==> src/design/assert_macros.svh <==
// assertion macros shared by the voicer rtl
// expects clk_i and rst_ni in the scope of each use
`ifndef ASSERT_MACROS_SVH
`define ASSERT_MACROS_SVH

// plain clocked property, off while in reset
`define CIV_ASSERT(lbl, prop, msg) \
  lbl: assert property (@(posedge clk_i) disable iff (!rst_ni) (prop)) else $error(msg);

// same-cycle implication
`define CIV_ASSERT_IMP(lbl, ante, cons, msg) \
  `CIV_ASSERT(lbl, (ante) |-> (cons), msg)

// next-cycle implication
`define CIV_ASSERT_NXT(lbl, ante, cons, msg) \
  `CIV_ASSERT(lbl, (ante) |=> (cons), msg)

`endif

==> src/design/civ_pkg.sv <==
// shared types, constants and helpers for the chord inversion voicer
// no dependencies
package civ_pkg;

  localparam int unsigned NUM_PARTIALS_DEF = 8;
  localparam int unsigned MAX_PARTIALS     = 8;
  localparam int unsigned SEL_W            = $clog2(MAX_PARTIALS);
  localparam int unsigned CNT_W            = $clog2(MAX_PARTIALS + 1);

  localparam int unsigned IDX_W     = 4;
  localparam int unsigned ENTRY_W   = 8;
  localparam int unsigned OUT_W     = 9;
  localparam int unsigned TABLE_W   = 64;
  localparam int unsigned MASK_W    = 8;
  localparam int unsigned INV_W     = 6;
  localparam int unsigned SPREAD_W  = 8;
  localparam int unsigned CFG_IDX_W = 4;
  localparam int unsigned LIFT_W    = 6;

  // multiple of every chord size 1..8, keeps the inversion sum positive
  localparam int unsigned MOD_OFFSET = 840;
  localparam int unsigned MOD_W      = 10;

  localparam logic [TABLE_W-1:0]  TABLE_RST  = 64'd768;
  localparam logic [MASK_W-1:0]   MASK_RST   = 8'd3;
  localparam logic [INV_W-1:0]    INV_RST    = '0;
  localparam logic [SPREAD_W-1:0] SPREAD_RST = '0;

  typedef logic [CNT_W-1:0] cnt_t;

  typedef enum logic [CFG_IDX_W-1:0] {
    CFG_INTERVAL_TABLE = 4'd0,
    CFG_ACTIVE_MASK    = 4'd1,
    CFG_INVERSION      = 4'd2,
    CFG_VOICE_SPREAD   = 4'd3
  } cfg_reg_e;

  // chord summary handed from the ordering logic to the pipeline
  typedef struct packed {
    logic [MAX_PARTIALS-1:0] act;
    cnt_t                    n;
  } chord_t;

  function automatic logic signed [ENTRY_W-1:0] entry_of(
    input logic [TABLE_W-1:0] tbl,
    input logic [SEL_W-1:0]   k
  );
    return tbl[{k, 3'b000} +: ENTRY_W];
  endfunction

  // 12 * ceil(s / 64), one more octave above 160
  function automatic logic [LIFT_W-1:0] spread_lift(input logic [SPREAD_W-1:0] s);
    logic [LIFT_W-1:0] l;
    case (s) inside
      [8'd1:8'd64]:    l = 6'd12;
      [8'd65:8'd128]:  l = 6'd24;
      [8'd129:8'd160]: l = 6'd36;
      [8'd161:8'd192]: l = 6'd48;
      [8'd193:8'd255]: l = 6'd60;
      default:         l = 6'd0;
    endcase
    return l;
  endfunction

endpackage

==> src/design/civ_order.sv <==
// sorted-position bounds of every active interval, from the config registers
// depends on civ_pkg
module civ_order import civ_pkg::*; #(
  parameter int unsigned NUM_PARTIALS = NUM_PARTIALS_DEF
) (
  input  logic [TABLE_W-1:0] interval_table_i,
  input  logic [MASK_W-1:0]  active_mask_i,
  output chord_t             chord_o,
  output cnt_t               lt_cnt_o [MAX_PARTIALS],
  output cnt_t               le_cnt_o [MAX_PARTIALS]
);

  logic [MAX_PARTIALS-1:0] act;
  cnt_t                    n;

  always_comb begin
    n = '0;
    for (int k = 0; k < MAX_PARTIALS; k++) begin
      act[k] = active_mask_i[k] && (k < NUM_PARTIALS);
      n      = n + CNT_W'(act[k]);
    end
  end

  // entry k covers sorted positions lt..le-1
  always_comb begin
    for (int k = 0; k < MAX_PARTIALS; k++) begin
      lt_cnt_o[k] = '0;
      le_cnt_o[k] = '0;
      for (int j = 0; j < MAX_PARTIALS; j++) begin
        lt_cnt_o[k] = lt_cnt_o[k] + CNT_W'(act[j] &&
          (entry_of(interval_table_i, SEL_W'(j)) < entry_of(interval_table_i, SEL_W'(k))));
        le_cnt_o[k] = le_cnt_o[k] + CNT_W'(act[j] &&
          (entry_of(interval_table_i, SEL_W'(j)) <= entry_of(interval_table_i, SEL_W'(k))));
      end
    end
  end

  assign chord_o.act = act;
  assign chord_o.n   = n;

endmodule

==> src/design/chord_inversion_voicer.sv <==
// chord inversion voicer top level: config registers and four-stage query pipeline
// depends on civ_pkg, civ_order and assert_macros.svh
//
//   channel  | dir | handshake                  | word
//   ---------+-----+----------------------------+------------------------------
//   in       | in  | in_valid_i / in_ready_o    | partial_index_i
//   out      | out | out_valid_o / out_ready_i  | voiced_interval_o
//   cfg      | in  | cfg_valid_i / cfg_ready_o  | cfg_index_i, cfg_data_i
//
// one index a cycle while the output is not stalled, result registered through stages a, b, c and d
// stages: index decode, rank count, inversion modulo and rotate, select and lift
// reset clears the stage valids and loads the register reset values
// a stalled output backs up stage by stage, a stage takes a word when it empties
`include "assert_macros.svh"
module chord_inversion_voicer import civ_pkg::*; #(
  parameter int unsigned NUM_PARTIALS = NUM_PARTIALS_DEF
) (
  input  logic                    clk_i,
  input  logic                    rst_ni,
  input  logic                    cfg_valid_i,
  output logic                    cfg_ready_o,
  input  logic [CFG_IDX_W-1:0]    cfg_index_i,
  input  logic [TABLE_W-1:0]      cfg_data_i,
  input  logic                    in_valid_i,
  output logic                    in_ready_o,
  input  logic [IDX_W-1:0]        partial_index_i,
  output logic                    out_valid_o,
  input  logic                    out_ready_i,
  output logic signed [OUT_W-1:0] voiced_interval_o
);

  logic [TABLE_W-1:0]  table_q;
  logic [MASK_W-1:0]   mask_q;
  logic [INV_W-1:0]    inv_q;
  logic [SPREAD_W-1:0] spread_q;

  chord_t chord;
  cnt_t   lt_cnt [MAX_PARTIALS];
  cnt_t   le_cnt [MAX_PARTIALS];

  logic va_q, vb_q, vc_q, vd_q;
  logic ra, rb, rc, rd;

  logic                      a_inr_q, b_inr_q, c_inr_q;
  logic signed [ENTRY_W-1:0] a_base_q, b_base_q, c_base_q;
  logic [MOD_W-1:0]          a_x_q, b_x_q;
  cnt_t                      b_rank_q, c_rot_q;
  logic signed [OUT_W-1:0]   d_val_q;

  logic                      a_inr_d;
  logic signed [ENTRY_W-1:0] a_base_d;
  logic [MOD_W-1:0]          a_x_d, b_x_d, c_x;
  cnt_t                      b_rank_d, c_rot_d;
  logic [CNT_W:0]            c_sum;
  logic signed [ENTRY_W-1:0] d_sel;
  logic [LIFT_W-1:0]         d_lift;
  logic signed [OUT_W-1:0]   d_val_d;

  // one restoring step: subtract n << k when it fits
  function automatic logic [MOD_W-1:0] mod_step(
    input logic [MOD_W-1:0] x,
    input cnt_t             n,
    input int unsigned      k
  );
    logic [MOD_W+CNT_W-1:0] d;
    logic [MOD_W-1:0]       r;
    d = (MOD_W + CNT_W)'(n) << k;
    r = x;
    if ((MOD_W + CNT_W)'(x) >= d) begin
      r = x - MOD_W'(d);
    end
    return r;
  endfunction

  // ---------------- config registers ----------------
  assign cfg_ready_o = 1'b1;

  always_ff @(posedge clk_i or negedge rst_ni) begin
    if (!rst_ni) begin
      table_q  <= TABLE_RST;
      mask_q   <= MASK_RST;
      inv_q    <= INV_RST;
      spread_q <= SPREAD_RST;
    end else if (cfg_valid_i) begin
      case (cfg_reg_e'(cfg_index_i))
        CFG_INTERVAL_TABLE: table_q  <= cfg_data_i;
        CFG_ACTIVE_MASK:    mask_q   <= cfg_data_i[MASK_W-1:0];
        CFG_INVERSION:      inv_q    <= cfg_data_i[INV_W-1:0];
        CFG_VOICE_SPREAD:   spread_q <= cfg_data_i[SPREAD_W-1:0];
        default: ;
      endcase
    end
  end

  civ_order #(
    .NUM_PARTIALS(NUM_PARTIALS)
  ) u_order (
    .interval_table_i(table_q),
    .active_mask_i   (mask_q),
    .chord_o         (chord),
    .lt_cnt_o        (lt_cnt),
    .le_cnt_o        (le_cnt)
  );

  // ---------------- flow control ----------------
  assign rd         = !vd_q || out_ready_i;
  assign rc         = !vc_q || rd;
  assign rb         = !vb_q || rc;
  assign ra         = !va_q || rb;
  assign in_ready_o = ra;

  always_ff @(posedge clk_i or negedge rst_ni) begin
    if (!rst_ni) begin
      va_q <= 1'b0;
      vb_q <= 1'b0;
      vc_q <= 1'b0;
      vd_q <= 1'b0;
    end else begin
      if (ra) va_q <= in_valid_i;
      if (rb) vb_q <= va_q;
      if (rc) vc_q <= vb_q;
      if (rd) vd_q <= vc_q;
    end
  end

  // ---------------- stage a: decode index ----------------
  always_comb begin
    a_inr_d  = partial_index_i < IDX_W'(NUM_PARTIALS);
    a_base_d = entry_of(table_q, partial_index_i[SEL_W-1:0]);
    // inversion plus offset, then the top quotient bits
    a_x_d = MOD_W'(MOD_OFFSET) + {{(MOD_W - INV_W){inv_q[INV_W-1]}}, inv_q};
    a_x_d = mod_step(a_x_d, chord.n, 9);
    a_x_d = mod_step(a_x_d, chord.n, 8);
    a_x_d = mod_step(a_x_d, chord.n, 7);
  end

  // ---------------- stage b: rank of the queried interval ----------------
  always_comb begin
    b_rank_d = '0;
    for (int k = 0; k < MAX_PARTIALS; k++) begin
      b_rank_d = b_rank_d + CNT_W'(chord.act[k] &&
        (entry_of(table_q, SEL_W'(k)) < a_base_q));
    end
    b_x_d = mod_step(a_x_q, chord.n, 6);
    b_x_d = mod_step(b_x_d, chord.n, 5);
    b_x_d = mod_step(b_x_d, chord.n, 4);
    b_x_d = mod_step(b_x_d, chord.n, 3);
  end

  // ---------------- stage c: finish modulo, rotate rank ----------------
  always_comb begin
    c_x = mod_step(b_x_q, chord.n, 2);
    c_x = mod_step(c_x, chord.n, 1);
    c_x = mod_step(c_x, chord.n, 0);
    // rank <= n and inversion < n, so one subtract wraps
    c_sum = (CNT_W + 1)'(b_rank_q) + (CNT_W + 1)'(c_x[CNT_W-1:0]);
    if (c_sum >= (CNT_W + 1)'(chord.n)) begin
      c_sum = c_sum - (CNT_W + 1)'(chord.n);
    end
    c_rot_d = c_sum[CNT_W-1:0];
  end

  // ---------------- stage d: pick sorted entry, apply spread ----------------
  always_comb begin
    d_sel = '0;
    for (int k = 0; k < MAX_PARTIALS; k++) begin
      if (chord.act[k] && (lt_cnt[k] <= c_rot_q) && (c_rot_q < le_cnt[k])) begin
        d_sel = entry_of(table_q, SEL_W'(k));
      end
    end
    d_lift = (c_rot_q >= (chord.n >> 1)) ? spread_lift(spread_q) : '0;
    if (!c_inr_q) begin
      d_val_d = '0;
    end else if (chord.n == '0) begin
      d_val_d = OUT_W'(c_base_q);
    end else begin
      d_val_d = OUT_W'(d_sel) + $signed(OUT_W'(d_lift));
    end
  end

  // payload registers
  always_ff @(posedge clk_i) begin
    if (ra && in_valid_i) begin
      a_inr_q  <= a_inr_d;
      a_base_q <= a_base_d;
      a_x_q    <= a_x_d;
    end
    if (rb && va_q) begin
      b_inr_q  <= a_inr_q;
      b_base_q <= a_base_q;
      b_x_q    <= b_x_d;
      b_rank_q <= b_rank_d;
    end
    if (rc && vb_q) begin
      c_inr_q  <= b_inr_q;
      c_base_q <= b_base_q;
      c_rot_q  <= c_rot_d;
    end
    if (rd && vc_q) begin
      d_val_q <= d_val_d;
    end
  end

  assign out_valid_o       = vd_q;
  assign voiced_interval_o = d_val_q;

  // ---------------- assertions ----------------
  `CIV_ASSERT_NXT(a_accept_lands, in_valid_i && in_ready_o, va_q,
    "accepted word did not enter stage a")
  `CIV_ASSERT_IMP(a_ready_full, !in_ready_o, va_q && vb_q && vc_q && vd_q && !out_ready_i,
    "input blocked with room in the pipeline")
  `CIV_ASSERT_IMP(a_rot_bound, vc_q && (chord.n != '0), c_rot_q < chord.n,
    "rotated rank outside the chord")
  `CIV_ASSERT_NXT(a_stall_holds, vb_q && !rb, vb_q,
    "stalled stage b word dropped")

endmodule

==> config.mk <==
export PLATFORM = sky130hd
export DESIGN_NAME = chord_inversion_voicer
export DESIGN_NICKNAME = d
export VERILOG_FILES = /design/src/design/civ_pkg.sv /design/src/design/civ_order.sv /design/src/design/chord_inversion_voicer.sv
export VERILOG_INCLUDE_DIRS = /design/src /design/src/design
export SDC_FILE = /design/constraint.sdc
export NUM_CORES = 1
export LEC_CHECK = 0
export BUFFER_PORTS_ARGS = -buffer_cell sky130_fd_sc_hd__buf_2
export CORE_AREA = 2 2 219 221
export DETAILED_ROUTE_END_ITERATION = 7
export DIE_AREA = 0 0 221 223
export PLACE_DENSITY = 0.58
export SLEW_MARGIN = 0
export SYNTH_ARGS = -nofsm -noshare
export SYNTH_HDL_FRONTEND = slang
export SYNTH_SLANG_ARGS = --single-unit
==> constraint.sdc <==
create_clock -name clk_i -period 13.8 [get_ports clk_i]
set_input_delay 3.45 -clock clk_i [delete_from_list [all_inputs] [get_ports clk_i]]
set_output_delay 3.45 -clock clk_i [all_outputs]
set_load 0.005 [all_outputs]
After elaboration in Yosys (flattened, before gate mapping)
Cells that the tools add are included.
{"block": "word_totals", "ff_bits": 154, "out_inout_bits": 12, "elab_cells": 539}
{"block": "op_classes", "add_sub_neg": 140, "magnitude_cmp": 175, "n_eq_ne": 3, "n_shift": 1, "mux": 26, "reduce_logical": 175}
{"op": "$lt 8x8->1", "count": 72}
{"op": "$le 8x8->1", "count": 64}
{"op": "$add 4x1->4", "count": 106}
{"op": "$logic_and 1x1->1", "count": 161}
{"op": "$mux 10", "count": 9}
{"op": "$mux 8", "count": 8}
{"op": "$shiftx 64x7->8", "count": 1}
{"op": "$sub 10x10->10", "count": 4}
{"op": "$add 1x1->2", "count": 18}
{"op": "$mux 6", "count": 6}
{"op": "$le 4x4->1", "count": 8}
{"op": "$le 8x8->1 const B", "count": 4}
{"op": "$lt 4x4->1", "count": 8}
{"op": "$ge 8x8->1 const B", "count": 3}
{"op": "$ge 10x13->1", "count": 1}
{"op": "$ge 10x12->1", "count": 1}
{"op": "$ge 10x11->1", "count": 1}
{"op": "$add 9x6->10 const A", "count": 1}
{"op": "$ge 10x10->1", "count": 1}
{"op": "$ge 10x4->1", "count": 1}
{"op": "$ge 10x5->1", "count": 1}
{"op": "$ge 10x6->1", "count": 1}
{"op": "$ge 10x7->1", "count": 1}
{"op": "$ge 10x8->1", "count": 1}
{"op": "other kinds (25)", "count": 38}

Depth between registers and ports, before layout
Gate-level depths: netlist of run 1.
{"block": "logic_depth", "depth_word": 22, "mapped_depth": 44, "mapped_depth_nobuf": 43}

Cells and area by module
Synthesis of run 1 repeated with hierarchy kept, for this count alone.
{"block": "unflattened", "hier_cells": 2165, "hier_area_um2": 20432.1}
{"module": "chord_inversion_voicer", "instances": 1, "cells_per_inst": 1106, "area_each_um2": 11790.1, "seq_area_each_um2": 4179.0}
{"module": "civ_order", "instances": 1, "cells_per_inst": 1059, "area_each_um2": 8642.0, "seq_area_each_um2": 0.0}

Worst setup path before layout of run 1
Ideal clock, no wire load.
{"block": "synth_timing", "path_kind": "register -> register", "start": "reg mask_q[2]", "end": "reg c_rot_q[2], data pin", "setup_ns": 0.266, "arrival_ns": 10.273, "path_slack_ns": 3.261, "stages_incl_launch_ff": 42, "path_buffers": 2, "period_less_slack_ns": 10.539, "path_cell_list": "dfrtp_1 -> clkbuf_1 -> clkinv_1 -> fa_1 -> fa_1 -> fa_1 -> fa_1 -> inv_1 -> fa_1 -> maj3_1 -> o2111ai_1 -> clkbuf_1 -> nor2_1 -> a21oi_1 -> ha_1 -> nor2b_1 -> o21a_1 -> o21ai_0 -> [... 6 more ...] -> nand2_1 -> nand2_1 -> nand2_1 -> and3_1 -> o311ai_2 -> o21bai_4 -> mux2i_1 -> ha_1 -> inv_1 -> fa_1 -> inv_1 -> ha_1 -> a21oi_1 -> maj3_1 -> nand2_1 -> a21oi_1 -> nor2_1 -> xnor2_1"}
{"block": "synth_between", "elab_chain_len": 15, "elab_cells_between_ends": 19, "classes_between": "11 x add/sub; 4 x order compare; 4 x mux"}
{"element": "start, declared", "line_no": "chord_inversion_voicer.sv:33", "rtl": "logic [MASK_W-1:0] mask_q;"}
{"element": "start signal, assigned", "line_no": "chord_inversion_voicer.sv:87", "rtl": "CFG_ACTIVE_MASK: mask_q <= cfg_data_i[MASK_W-1:0];"}
{"element": "$add 4x1->4 * (6 in series)", "line_no": "civ_order.sv:20", "rtl": "n = n + CNT_W'(act[k]);"}
{"element": "$sub 10x6->10 / $ge 10x6->1 (equally long branches)", "line_no": "chord_inversion_voicer.sv:70, chord_inversion_voicer.sv:69"}
{"element": "$mux 10", "line_no": "chord_inversion_voicer.sv:69", "rtl": "if ((MOD_W + CNT_W)'(x) >= d) begin"}
{"element": "$sub 10x5->10 / $ge 10x5->1 (equally long branches)", "line_no": "chord_inversion_voicer.sv:70, chord_inversion_voicer.sv:69"}
{"element": "$mux 10", "line_no": "chord_inversion_voicer.sv:69"}
{"element": "$ge 10x4->1 / $sub 4x4->4 (equally long branches)", "line_no": "chord_inversion_voicer.sv:69, chord_inversion_voicer.sv:70"}
{"element": "$mux 4", "line_no": "chord_inversion_voicer.sv:69"}
{"element": "$add 4x4->5", "line_no": "chord_inversion_voicer.sv:156", "rtl": "c_sum = (CNT_W + 1)'(b_rank_q) + (CNT_W + 1)'(c_x[CNT_W-1:0]);"}
{"element": "$sub 4x4->4 / $ge 5x4->1 (equally long branches)", "line_no": "chord_inversion_voicer.sv:158, chord_inversion_voicer.sv:157"}
{"element": "$mux 4 *", "line_no": "chord_inversion_voicer.sv:157", "rtl": "if (c_sum >= (CNT_W + 1)'(chord.n)) begin"}
{"element": "via c_sum[2]", "line_no": "chord_inversion_voicer.sv:54", "rtl": "logic [CNT_W:0] c_sum;"}
{"element": "end signal, assigned", "line_no": "chord_inversion_voicer.sv:197", "rtl": "c_rot_q <= c_rot_d;"}
{"element": "end, declared", "line_no": "chord_inversion_voicer.sv:47", "rtl": "cnt_t b_rank_q, c_rot_q;"}
The timed path passes the listed nets; every way through them passes the cells marked *.
A chain may end at the register's enable or synchronous reset.

Worst setup path in the final report of run 1
Ends and elaborated chain as after synthesis.

==> results of run 1 <==
placed cells by master (no fill, tap or decap), drive strengths merged, types with 11 or more instances in the layout:
master,n
mux2,35
nand4,14
and2,11
a21boi,22
ha,427
nor2b,61
or3,17
clkbuf,19
mux2i,14
nand3,89
nor3b,16
xor2,16
buf,102
xnor2,24
nor3,45
a211oi,11
nand2b,33
dfrtp,86
a21oi,123
o21ai,226
inv,292
edfxtp,64
nand2,167
nor2,86
o22ai,34
o21a,67
a31oi,11
fa,77
mux4,17
worst register-to-register path, delay by kind of cell (launching register included):
kind	cells	cell delay, ns
flip-flops	1	0.56
XOR/XNOR	1	0.15
buffers and inverters	6	1.18
adder cells (fa/ha/maj)	12	4.86
AO/OA/AOI/OAI	11	3.61
AND/OR/NAND/NOR	9	1.03
multiplexers	1	0.23
Yosys cell counts (all sizes together), types with 14 or more instances:
cell	n	share of area, %
ha	427	27
inv	283	5.3
o21ai	226	5.7
nand2	167	3.1
a21oi	123	3.1
nand3	89	2.2
dfrtp	86	11
nor2	86	1.6
fa	77	7.7
o21a	67	2.5
edfxtp	64	9.6
nor2b	61	1.9
nor3	45	1.2
mux2	35	2.0
clkbuf	34	0.64
o22ai	34	1.1
nand2b	33	1.0
xnor2	24	1.1
a21boi	22	0.83
mux4	17	1.9
or3	17	0.53
nor3b	16	0.60
xor2	16	0.70
mux2i	14	0.72
nand4	14	0.44
cell type report:
| type | instances | area share [%] |
|---|---|---|
| Timing Repair Buffer | 102 | 2.53 |
| Clock inverter | 13 | 0.541 |
| Sequential cell | 154 | 19.2 |
| Clock buffer | 19 | 2.19 |
| Multi-Input combinational cell | 1752 | 67.1 |
| Tap cell | 615 | 3.54 |
| Inverter | 284 | 4.90 |
cells by family after synthesis:
group / after synthesis / synth area share, %
buffers and inverters: 324 / 6.14
XOR/XNOR: 41 / 1.91
flip-flops: 154 / 20.9
AND/OR/NAND/NOR: 569 / 14.2
multiplexers: 66 / 4.61
AO/OA/AOI/OAI: 566 / 17.5
adder cells (fa/ha/maj): 509 / 34.7
other: 1 / 0.0188
through the flow:
stage               worst slack [ns]  utilization [%]  hold slack (ns)  area, µm²
floorplan                       3.26                -            0.400      20000
global placement                2.45             44.9            0.402      21200
detailed placement              2.13             44.9            0.406      21200
CTS                             2.03             46.1            0.417      21700
global route                    1.04             46.1            0.418      21700
finish                          1.93             46.1            0.418      21700
flip-flops by register name (all words and copies together), names as in the netlist, 4 cells and up:
signal             cells
voiced_interval_o      9
mask_q                 8
spread_q               8
c_rot_q                4
b_x_q                 10
inv_q                  6
a_x_q                 10
b_base_q               8
c_base_q               8
b_rank_q               4
table_q               64
a_base_q               8
how the worst min path moves through the flow:
stage,startpoint,endpoint,slack (ns),cells after the start
2_1_floorplan,a_inr_q,b_inr_q,0.40,0
3_3_place_gp,b_base_q[4],c_base_q[4],0.40,0
6_report,b_base_q[2],c_base_q[2],0.42,0
5_1_grt,b_base_q[5],c_base_q[5],0.42,0
4_1_cts,b_base_q[5],c_base_q[5],0.42,0
3_5_place_dp,b_base_q[5],c_base_q[5],0.41,0
routing by layer:
layer | global-route usage, % | part of all wire (%) | wire (µm)
met1 | 36.6 | 43 | 29100
met2 | 44.5 | 46 | 30900
met3 | 4.27 | 6.7 | 4560
met4 | 12.1 | 4.5 | 3020
met5 | 0 | 0 | 0
==> impl_metrics.sql, run 1 <==
INSERT INTO impl_metrics (metric_group, metric, value, unit) VALUES
('critical_path', 'crit_path_max_incr_delay', '0.71', 'ns'),
('global_route', 'grt_antenna_before_repair', '0', ''),
('sta', 'finalSetupTns', '0', 'ns'),
('place', 'place_congestion', '0.965', ''),
('critical_path', 'critical_path.n_buffers_inverters', '6', ''),
('critical_path', 'cell_occurring_most_often_along_the_worst_timing_path', 'fa_1', ''),
('critical_path', 'setup.worst_path.start_class', 'flop', ''),
('global_route', 'wire_length_of_the_first_global_routing_pass', '104', 'mm'),
('detailed_routing', 'vias_per_cell', '5.92', ''),
('die', 'initial_core_util', '42.4', '%'),
('clock_network', 'h_tree_levels', '4', ''),
('place', 'dp.final_hpwl', '53.3', 'mm'),
('clock_network', 'clk-insertion-delay-late', '0.47', 'ns'),
('synth', 'yosysWarningCount', '0', ''),
('synth', 'synth_enable_flop_cells', '64', ''),
('die', 'placement_rows', '80', ''),
('clock_network', 'clk_pin_slew', '0.07', 'ns'),
('global_route', 'via_count_of_the_first_global_routing_pass', '17500', ''),
('finish', 'antenna_cells', '0', ''),
('global_route', 'grt.total_usage', '27.6', '%'),
('sta', 'unrepaired_setup_endpoints_after_global_routing', 'false', ''),
('detailed_routing', 'first_pass_iters', '6', ''),
('clock_network', 'cts.sinks', '154', ''),
('critical_path', 'reg2reg_setup_slack', '1.93', 'ns'),
('synth', 'yosys_most_used_dff', 'dfrtp_1', ''),
('sta', 'maxSlewViolCount', '0', ''),
('sta', 'timing.final.hold_violations', '0', ''),
('finish', 'area_growth_syn_to_layout', '8.79', '%'),
('clock_network', 'cts_setup_buffers', '0', ''),
('critical_path', 'crit_path_start', 'mask_q[2]', ''),
('flow_run', 'cap_violations', '0', ''),
('sta', 'period_utilisation_layout', '86.0', '%'),
('critical_path', 'critPathTopFamily', 'adder cells', ''),
('critical_path', 'worst_setup_path_endpoint', 'c_rot_q[2]', ''),
('global_route', 'grt_start_max_net_pins', '71', ''),
('critical_path', 'cp.arrival', '12.07', 'ns'),
('finish', 'nets', '2892', ''),
('synth', 'ys_seq_elements', '154', ''),
('clock_network', 'clock_path_buffers', '2', ''),
('finish', 'final_cell_count_no_fill', '2939', ''),
('sta', 'timing.final.crit_period', '11.87', 'ns'),
('clock_network', 'post_cts_resize_count', '0', ''),
('finish', 'num-fill-cells', '4550', ''),
('sta', 'maximum_clock_frequency', '0.0842', 'GHz'),
('detailed_routing', 'routed_wl', '67.7', 'mm'),
('die', 'io_pins', '89', ''),
('detailed_routing', 'detail_route.wl_per_cell', '23.0', 'µm'),
('die', 'die_y', '223', 'µm'),
('critical_path', 'cpMaxStageDelayCell', 'o2111ai_1', ''),
('clock_network', 'cts_hold_buf', '0', ''),
('global_route', 'overflow', '0', ''),
('critical_path', 'critical_path.reg2reg.startpoint', 'mask_q[2]', ''),
('detailed_routing', 'drt_first_iter_violations', '1433', ''),
('sta', 'relative_max_transition_margin', '29.6', '%'),
('finish', 'post_route_cells_drive_above_1_share', '9.25', '%'),
('synth', 'asyncSetResetFlopFracSynth', '58.4', '%'),
('detailed_routing', 'route.detailed.drc', '0', ''),
('hold_path', 'worst_hold_path_type', 'flop to flop', ''),
('critical_path', 'criticalPathCategory', 'flop to flop', ''),
('critical_path', 'reg2reg_depth', '40', ''),
('finish', 'ff_latch_area', '0.00418', 'mm²'),
('clock_network', 'clockRootBuffer', 'clkbuf_16', ''),
('sta', 'fin_skew', '0.0227', 'ns'),
('finish', 'multi_input_comb_area', '0.0146', 'mm²'),
('outcome', 'outcome', 'complete, no violations', ''),
('die', 'die_width', '221', 'µm'),
('critical_path', 'endpoint_kind', 'flop', ''),
('detailed_routing', 'detailroute.via_count', '17400', ''),
('die', 'core_area', '0.0471', 'mm²'),
('place', 'port-buffer-count', '87', ''),
('place', 'count_of_placed_standard_cells_including_taps', '2907', '');
Power of run 1 is left out: the tool's default activity adds up to more than one toggle a clock period on the data nets, which glitch-free logic cannot reach.
==> run 2: changes to the inputs <==
Settings changed: PLACE_DENSITY 0.58 to 0.6.
Clock period 13.8 ns to 10.8 ns, I/O delays scaled along.
==> impl_metrics.sql, run 2 (same netlist as run 1, synthesis figures left out) <==
INSERT INTO impl_metrics (metric_group, metric, value, unit) VALUES
('sta', 'timing.final.crit_period', '10.01', 'ns'),
('clock_network', 'clk-insertion-delay-late', '0.49', 'ns'),
('global_route', 'overflow', '0', ''),
('critical_path', 'cell_occurring_most_often_along_the_worst_timing_path', 'ha_1', ''),
('clock_network', 'h_tree_levels', '4', ''),
('critical_path', 'criticalPathCategory', 'flop to flop', ''),
('sta', 'period_utilisation_layout', '92.7', '%'),
('flow_run', 'cap_violations', '0', ''),
('detailed_routing', 'route.detailed.drc', '0', ''),
('finish', 'largest_reg_flops', '64', ''),
('critical_path', 'setup.worst_path.start_class', 'flop', ''),
('finish', 'post_route_cells_drive_above_1_share', '10.2', '%'),
('finish', 'nets', '2917', ''),
('clock_network', 'cts.sinks', '154', ''),
('finish', 'largest-register', 'table_q', ''),
('critical_path', 'critPathTopFamily', 'adder cells', ''),
('global_route', 'grt_start_max_net_pins', '96', ''),
('critical_path', 'cp.arrival', '10.23', 'ns'),
('die', 'initial_core_util', '42.4', '%'),
('finish', 'mostFrequentLayoutCells', 'ha_1 (427), inv_1 (282), o21ai_0 (221)', ''),
('die', 'die_y', '223', 'µm'),
('finish', 'area_growth_syn_to_layout', '9.90', '%'),
('die', 'core_area', '0.0471', 'mm²'),
('global_route', 'via_count_of_the_first_global_routing_pass', '17100', ''),
('clock_network', 'cts_buffers', '17', ''),
('hold_path', 'worst_hold_path_type', 'flop to flop', ''),
('detailed_routing', 'routed_wl', '67.4', 'mm'),
('clock_network', 'cts_tree', 'done', ''),
('critical_path', 'crit_path_max_incr_delay', '0.55', 'ns'),
('sta', 'unrepaired_setup_endpoints_after_global_routing', 'false', ''),
('die', 'placement_rows', '80', ''),
('detailed_routing', 'first_pass_iters', '6', ''),
('detailed_routing', 'vias_per_cell', '5.89', ''),
('place', 'port-buffer-count', '87', ''),
('global_route', 'grt.total_usage', '27.4', '%'),
('clock_network', 'cts_hold_buf', '0', ''),
('detailed_routing', 'drt_first_iter_violations', '1429', ''),
('critical_path', 'endpoint_kind', 'flop', ''),
('critical_path', 'critical_path.reg2reg.startpoint', 'mask_q[0]', ''),
('place', 'place_congestion', '0.937', ''),
('sta', 'worst_slew_pin_slew', '1.30', 'ns'),
('sta', 'fin_skew', '0.0171', 'ns'),
('sta', 'maxSlewViolCount', '0', ''),
('global_route', 'grt_antenna_before_repair', '0', ''),
('clock_network', 'clockRootBuffer', 'clkbuf_16', ''),
('clock_network', 'clock_path_buffers', '2', ''),
('die', 'die_width', '221', 'µm'),
('hold_path', 'hp-start', 'b_base_q[2]', ''),
('sta', 'relative_max_transition_margin', '12.3', '%'),
('sta', 'maximum_clock_frequency', '0.0999', 'GHz'),
('global_route', 'wire_length_of_the_first_global_routing_pass', '102', 'mm'),
('place', 'dp.final_hpwl', '53.3', 'mm'),
('critical_path', 'critical_path.n_buffers_inverters', '7', ''),
('finish', 'reg.largest.list', 'table_q (64), a_x_q (10), b_x_q (10)', ''),
('sta', 'setup_viol', '0', ''),
('clock_network', 'post_cts_resize_count', '0', ''),
('die', 'io_pins', '89', ''),
('die', 'die_area', '0.0493', 'mm²'),
('detailed_routing', 'detailroute.via_count', '17500', ''),
('critical_path', 'critical_path_required', '11.02', 'ns'),
('detailed_routing', 'detail-route-antenna-nets', '0', ''),
('critical_path', 'timing.critical_path.fanout_max', '14', ''),
('critical_path', 'cpMaxStageDelayCell', 'fa_1', ''),
('sta', 'finalSetupTns', '0', 'ns'),
('clock_network', 'clk_pin_slew', '0.07', 'ns'),
('clock_network', 'cts_setup_buffers', '0', ''),
('sta', 'timing.final.hold_violations', '0', ''),
('finish', 'most_common_cell_after_layout_fill_and_taps_aside', 'ha_1', ''),
('detailed_routing', 'detail_route.wl_per_cell', '22.7', 'µm'),
('critical_path', 'crit_path_start', 'mask_q[0]', ''),
('outcome', 'outcome', 'complete, no violations', '');
[run 2: metal layers]
| layer | global-route usage [%] | routed length, µm | vias to the layer above |
|---|---|---|---|
| met5 | 0 | 0 | - |
| met2 | 44.0 | 30700 | 644 |
| li1 | - | - | 8203 |
| met3 | 5.47 | 4830 | 142 |
| met4 | 9.89 | 2530 | 0 |
| met1 | 36.6 | 29300 | 8465 |
[run 2: final timing paths]
kind | endpoint | slack, ns | cells past startpoint
worst max-delay path | c_rot_q[2] | 0.79 | 42
worst min-delay path | c_base_q[2] | 0.42 | 0
worst max register to register | c_rot_q[2] | 0.79 | 42
worst min register to register | c_base_q[2] | 0.42 | 0
max in group asynchronous | spread_q[6] | 7.45 | 2
min in group asynchronous | table_q[58] | 2.18 | 1
[run 2: layout make-up]
cell class                      count  area, µm²
Fill cell                        4511      25200
Multi-Input combinational cell   1752      14600
Sequential cell                   154       4180
Inverter                          284       1070
Tap cell                          615        769
Timing Repair Buffer              127        738
Clock buffer                       17        425
Clock inverter                     15        200
Antenna cell                        1       2.50
[run 2: stage by stage]
stage	setup WS (ns)	utilization, %	hold slack (ns)	instances	area, µm²
floorplan	0.261	-	0.400	2230	20000
global placement	0.707	45.3	0.403	2932	21300
detailed placement	0.595	45.3	0.405	2932	21300
CTS	0.578	46.6	0.415	2964	22000
global route	0.151	46.6	0.422	2964	22000
finish	0.793	46.6	0.417	2965	22000
Power of run 2 is left out for the same reason.
==> run 3: changes to the inputs <==
Clock period 10.8 ns to 8.95 ns, I/O delays scaled along.
==> impl_metrics.sql, run 3 (same netlist as run 1, synthesis figures left out) <==
INSERT INTO impl_metrics (metric_group, metric, value, unit) VALUES
('clock_network', 'cts_tree', 'done', ''),
('sta', 'maximum_clock_frequency', '0.112', 'GHz'),
('finish', 'reg.largest.list', 'table_q (64), a_x_q (10), b_x_q (10)', ''),
('sta', 'relative_max_transition_margin', '22.6', '%'),
('finish', 'nets', '3010', ''),
('clock_network', 'clock_path_buffers', '2', ''),
('finish', 'area_growth_syn_to_layout', '15.3', '%'),
('sta', 'worst_slew_pin_slew', '1.16', 'ns'),
('global_route', 'wire_length_of_the_first_global_routing_pass', '105', 'mm'),
('clock_network', 'clk-insertion-delay-late', '0.50', 'ns'),
('clock_network', 'cts_hold_buf', '0', ''),
('finish', 'most_common_cell_after_layout_fill_and_taps_aside', 'ha_1', ''),
('clock_network', 'cts_buffers', '17', ''),
('critical_path', 'cell_occurring_most_often_along_the_worst_timing_path', 'buf_6', ''),
('die', 'die_area', '0.0493', 'mm²'),
('place', 'dp.final_hpwl', '54.9', 'mm'),
('finish', 'mostFrequentLayoutCells', 'ha_1 (421), inv_1 (277), o21ai_0 (217)', ''),
('detailed_routing', 'route.detailed.drc', '0', ''),
('detailed_routing', 'detail-route-antenna-nets', '0', ''),
('detailed_routing', 'vias_per_cell', '5.88', ''),
('critical_path', 'criticalPathCategory', 'flop to flop', ''),
('finish', 'largest-register', 'table_q', ''),
('die', 'placement_rows', '80', ''),
('detailed_routing', 'routed_wl', '69.0', 'mm'),
('critical_path', 'setup.worst_path.start_class', 'flop', ''),
('critical_path', 'endpoint_kind', 'flop', ''),
('die', 'die_y', '223', 'µm'),
('finish', 'largest_reg_flops', '64', ''),
('place', 'port-buffer-count', '87', ''),
('critical_path', 'cpMaxStageDelayCell', 'fa_2', ''),
('critical_path', 'critical_path_required', '9.19', 'ns'),
('sta', 'finalSetupTns', '-0.0178', 'ns'),
('critical_path', 'critical_path.n_buffers_inverters', '7', ''),
('global_route', 'grt.total_usage', '28.1', '%'),
('global_route', 'grt_antenna_before_repair', '2', ''),
('sta', 'fin_skew', '0.0166', 'ns'),
('die', 'core_area', '0.0471', 'mm²'),
('clock_network', 'clockRootBuffer', 'clkbuf_16', ''),
('place', 'place_congestion', '1.07', ''),
('sta', 'period_utilisation_layout', '100', '%'),
('flow_run', 'cap_violations', '0', ''),
('detailed_routing', 'drt_first_iter_violations', '1508', ''),
('die', 'die_width', '221', 'µm'),
('critical_path', 'timing.critical_path.fanout_max', '5', ''),
('sta', 'timing.final.hold_violations', '0', ''),
('global_route', 'grt_start_max_net_pins', '93', ''),
('critical_path', 'crit_path_max_incr_delay', '0.63', 'ns'),
('sta', 'timing.final.crit_period', '8.97', 'ns'),
('finish', 'post_route_cells_drive_above_1_share', '16.3', '%'),
('sta', 'setup_viol', '1', ''),
('outcome', 'outcome', 'complete, but fails checks', ''),
('critical_path', 'critPathTopFamily', 'adder cells', ''),
('clock_network', 'clk_pin_slew', '0.08', 'ns'),
('outcome', 'violations', 'negative setup slack', ''),
('clock_network', 'h_tree_levels', '4', ''),
('die', 'initial_core_util', '42.4', '%'),
('sta', 'worst_slack', '-0.0178', 'ns'),
('place', 'place_ws', '-0.205', 'ns'),
('detailed_routing', 'detailroute.via_count', '18000', ''),
('detailed_routing', 'detail_route.wl_per_cell', '22.6', 'µm'),
('sta', 'maxSlewViolCount', '0', ''),
('hold_path', 'worst_hold_path_type', 'flop to flop', ''),
('finish', 'num-fill-cells', '4429', ''),
('critical_path', 'cp.arrival', '9.21', 'ns'),
('global_route', 'overflow', '0', ''),
('sta', 'unrepaired_setup_endpoints_after_global_routing', 'true', ''),
('global_route', 'via_count_of_the_first_global_routing_pass', '17700', ''),
('clock_network', 'cts.sinks', '154', ''),
('die', 'io_pins', '89', ''),
('detailed_routing', 'first_pass_iters', '5', '');
==> run 3: cell types whose count changed in the layout (fill, tap and decap cells not counted), sizes merged <==
| cell | change |
|---|---|
| buf | +93 |
| clkinv | +5 |
| inv | -3 |
| bufinv | -2 |
==> run 3: layout make-up <==
class | count | area (µm²) | area share (%)
well taps | 615 | 769 | 3.34
multi-input cells | 1752 | 14900 | 64.8
repair buffers | 220 | 1460 | 6.33
clock inverters | 15 | 211 | 0.917
flip-flops and latches | 154 | 4180 | 18.1
diodes | 1 | 2.50 | 0.0109
clock buffers | 17 | 425 | 1.85
inverters | 284 | 1070 | 4.65
==> run 3: worst paths after layout <==
kind | startpoint | to | slack (ns) | cells past startpoint
setup / recovery | mask_q[0] | c_rot_q[2] | -0.02 | 38
hold / removal | b_base_q[6] | c_base_q[6] | 0.43 | 0
setup reg to reg | mask_q[0] | c_rot_q[2] | -0.02 | 38
hold reg to reg | b_base_q[6] | c_base_q[6] | 0.43 | 0
max in group asynchronous | rst_ni | inv_q[5] | 6.05 | 2
min in group asynchronous | rst_ni | table_q[50] | 1.62 | 1
==> run 3: routing by layer <==
layer / routed length, µm / track usage [%] / share of wire, %
met2: 30500 / 43.9 / 44
met1: 29400 / 37.2 / 43
met3: 5950 / 6.32 / 8.6
met5: 24 / 0 / 0.035
met4: 3180 / 12.8 / 4.6
==> run 3: what timing repair did <==
action,4_1_cts,5_1_grt
resized for setup,40,29
pin swaps,32,46
setup buffers,10,15
endpoints found under the setup margin,6,12
==> run 3: worst register-to-register path, delay by kind of cell (launching register included) <==
family / cells / cell delay, ns
adder cells (fa/ha/maj): 12 / 4.34
flip-flops: 1 / 0.56
XOR/XNOR: 1 / 0.12
buffers and inverters: 7 / 0.79
multiplexers: 1 / 0.30
AO/OA/AOI/OAI: 12 / 2.15
AND/OR/NAND/NOR: 5 / 0.46
==> run 3: through the flow <==
stage	hold slack (ns)	util [%]	area [µm²]	std cells
after CTS	0.430	48.4	22800	3042
after detailed placement	0.407	46.5	21900	3000
after floorplan	0.400	-	20100	2230
after global placement	0.400	46.5	21900	3000
final	0.427	48.9	23100	3058
after global routing	0.441	48.9	23100	3057
Power of run 3 is left out for the same reason.
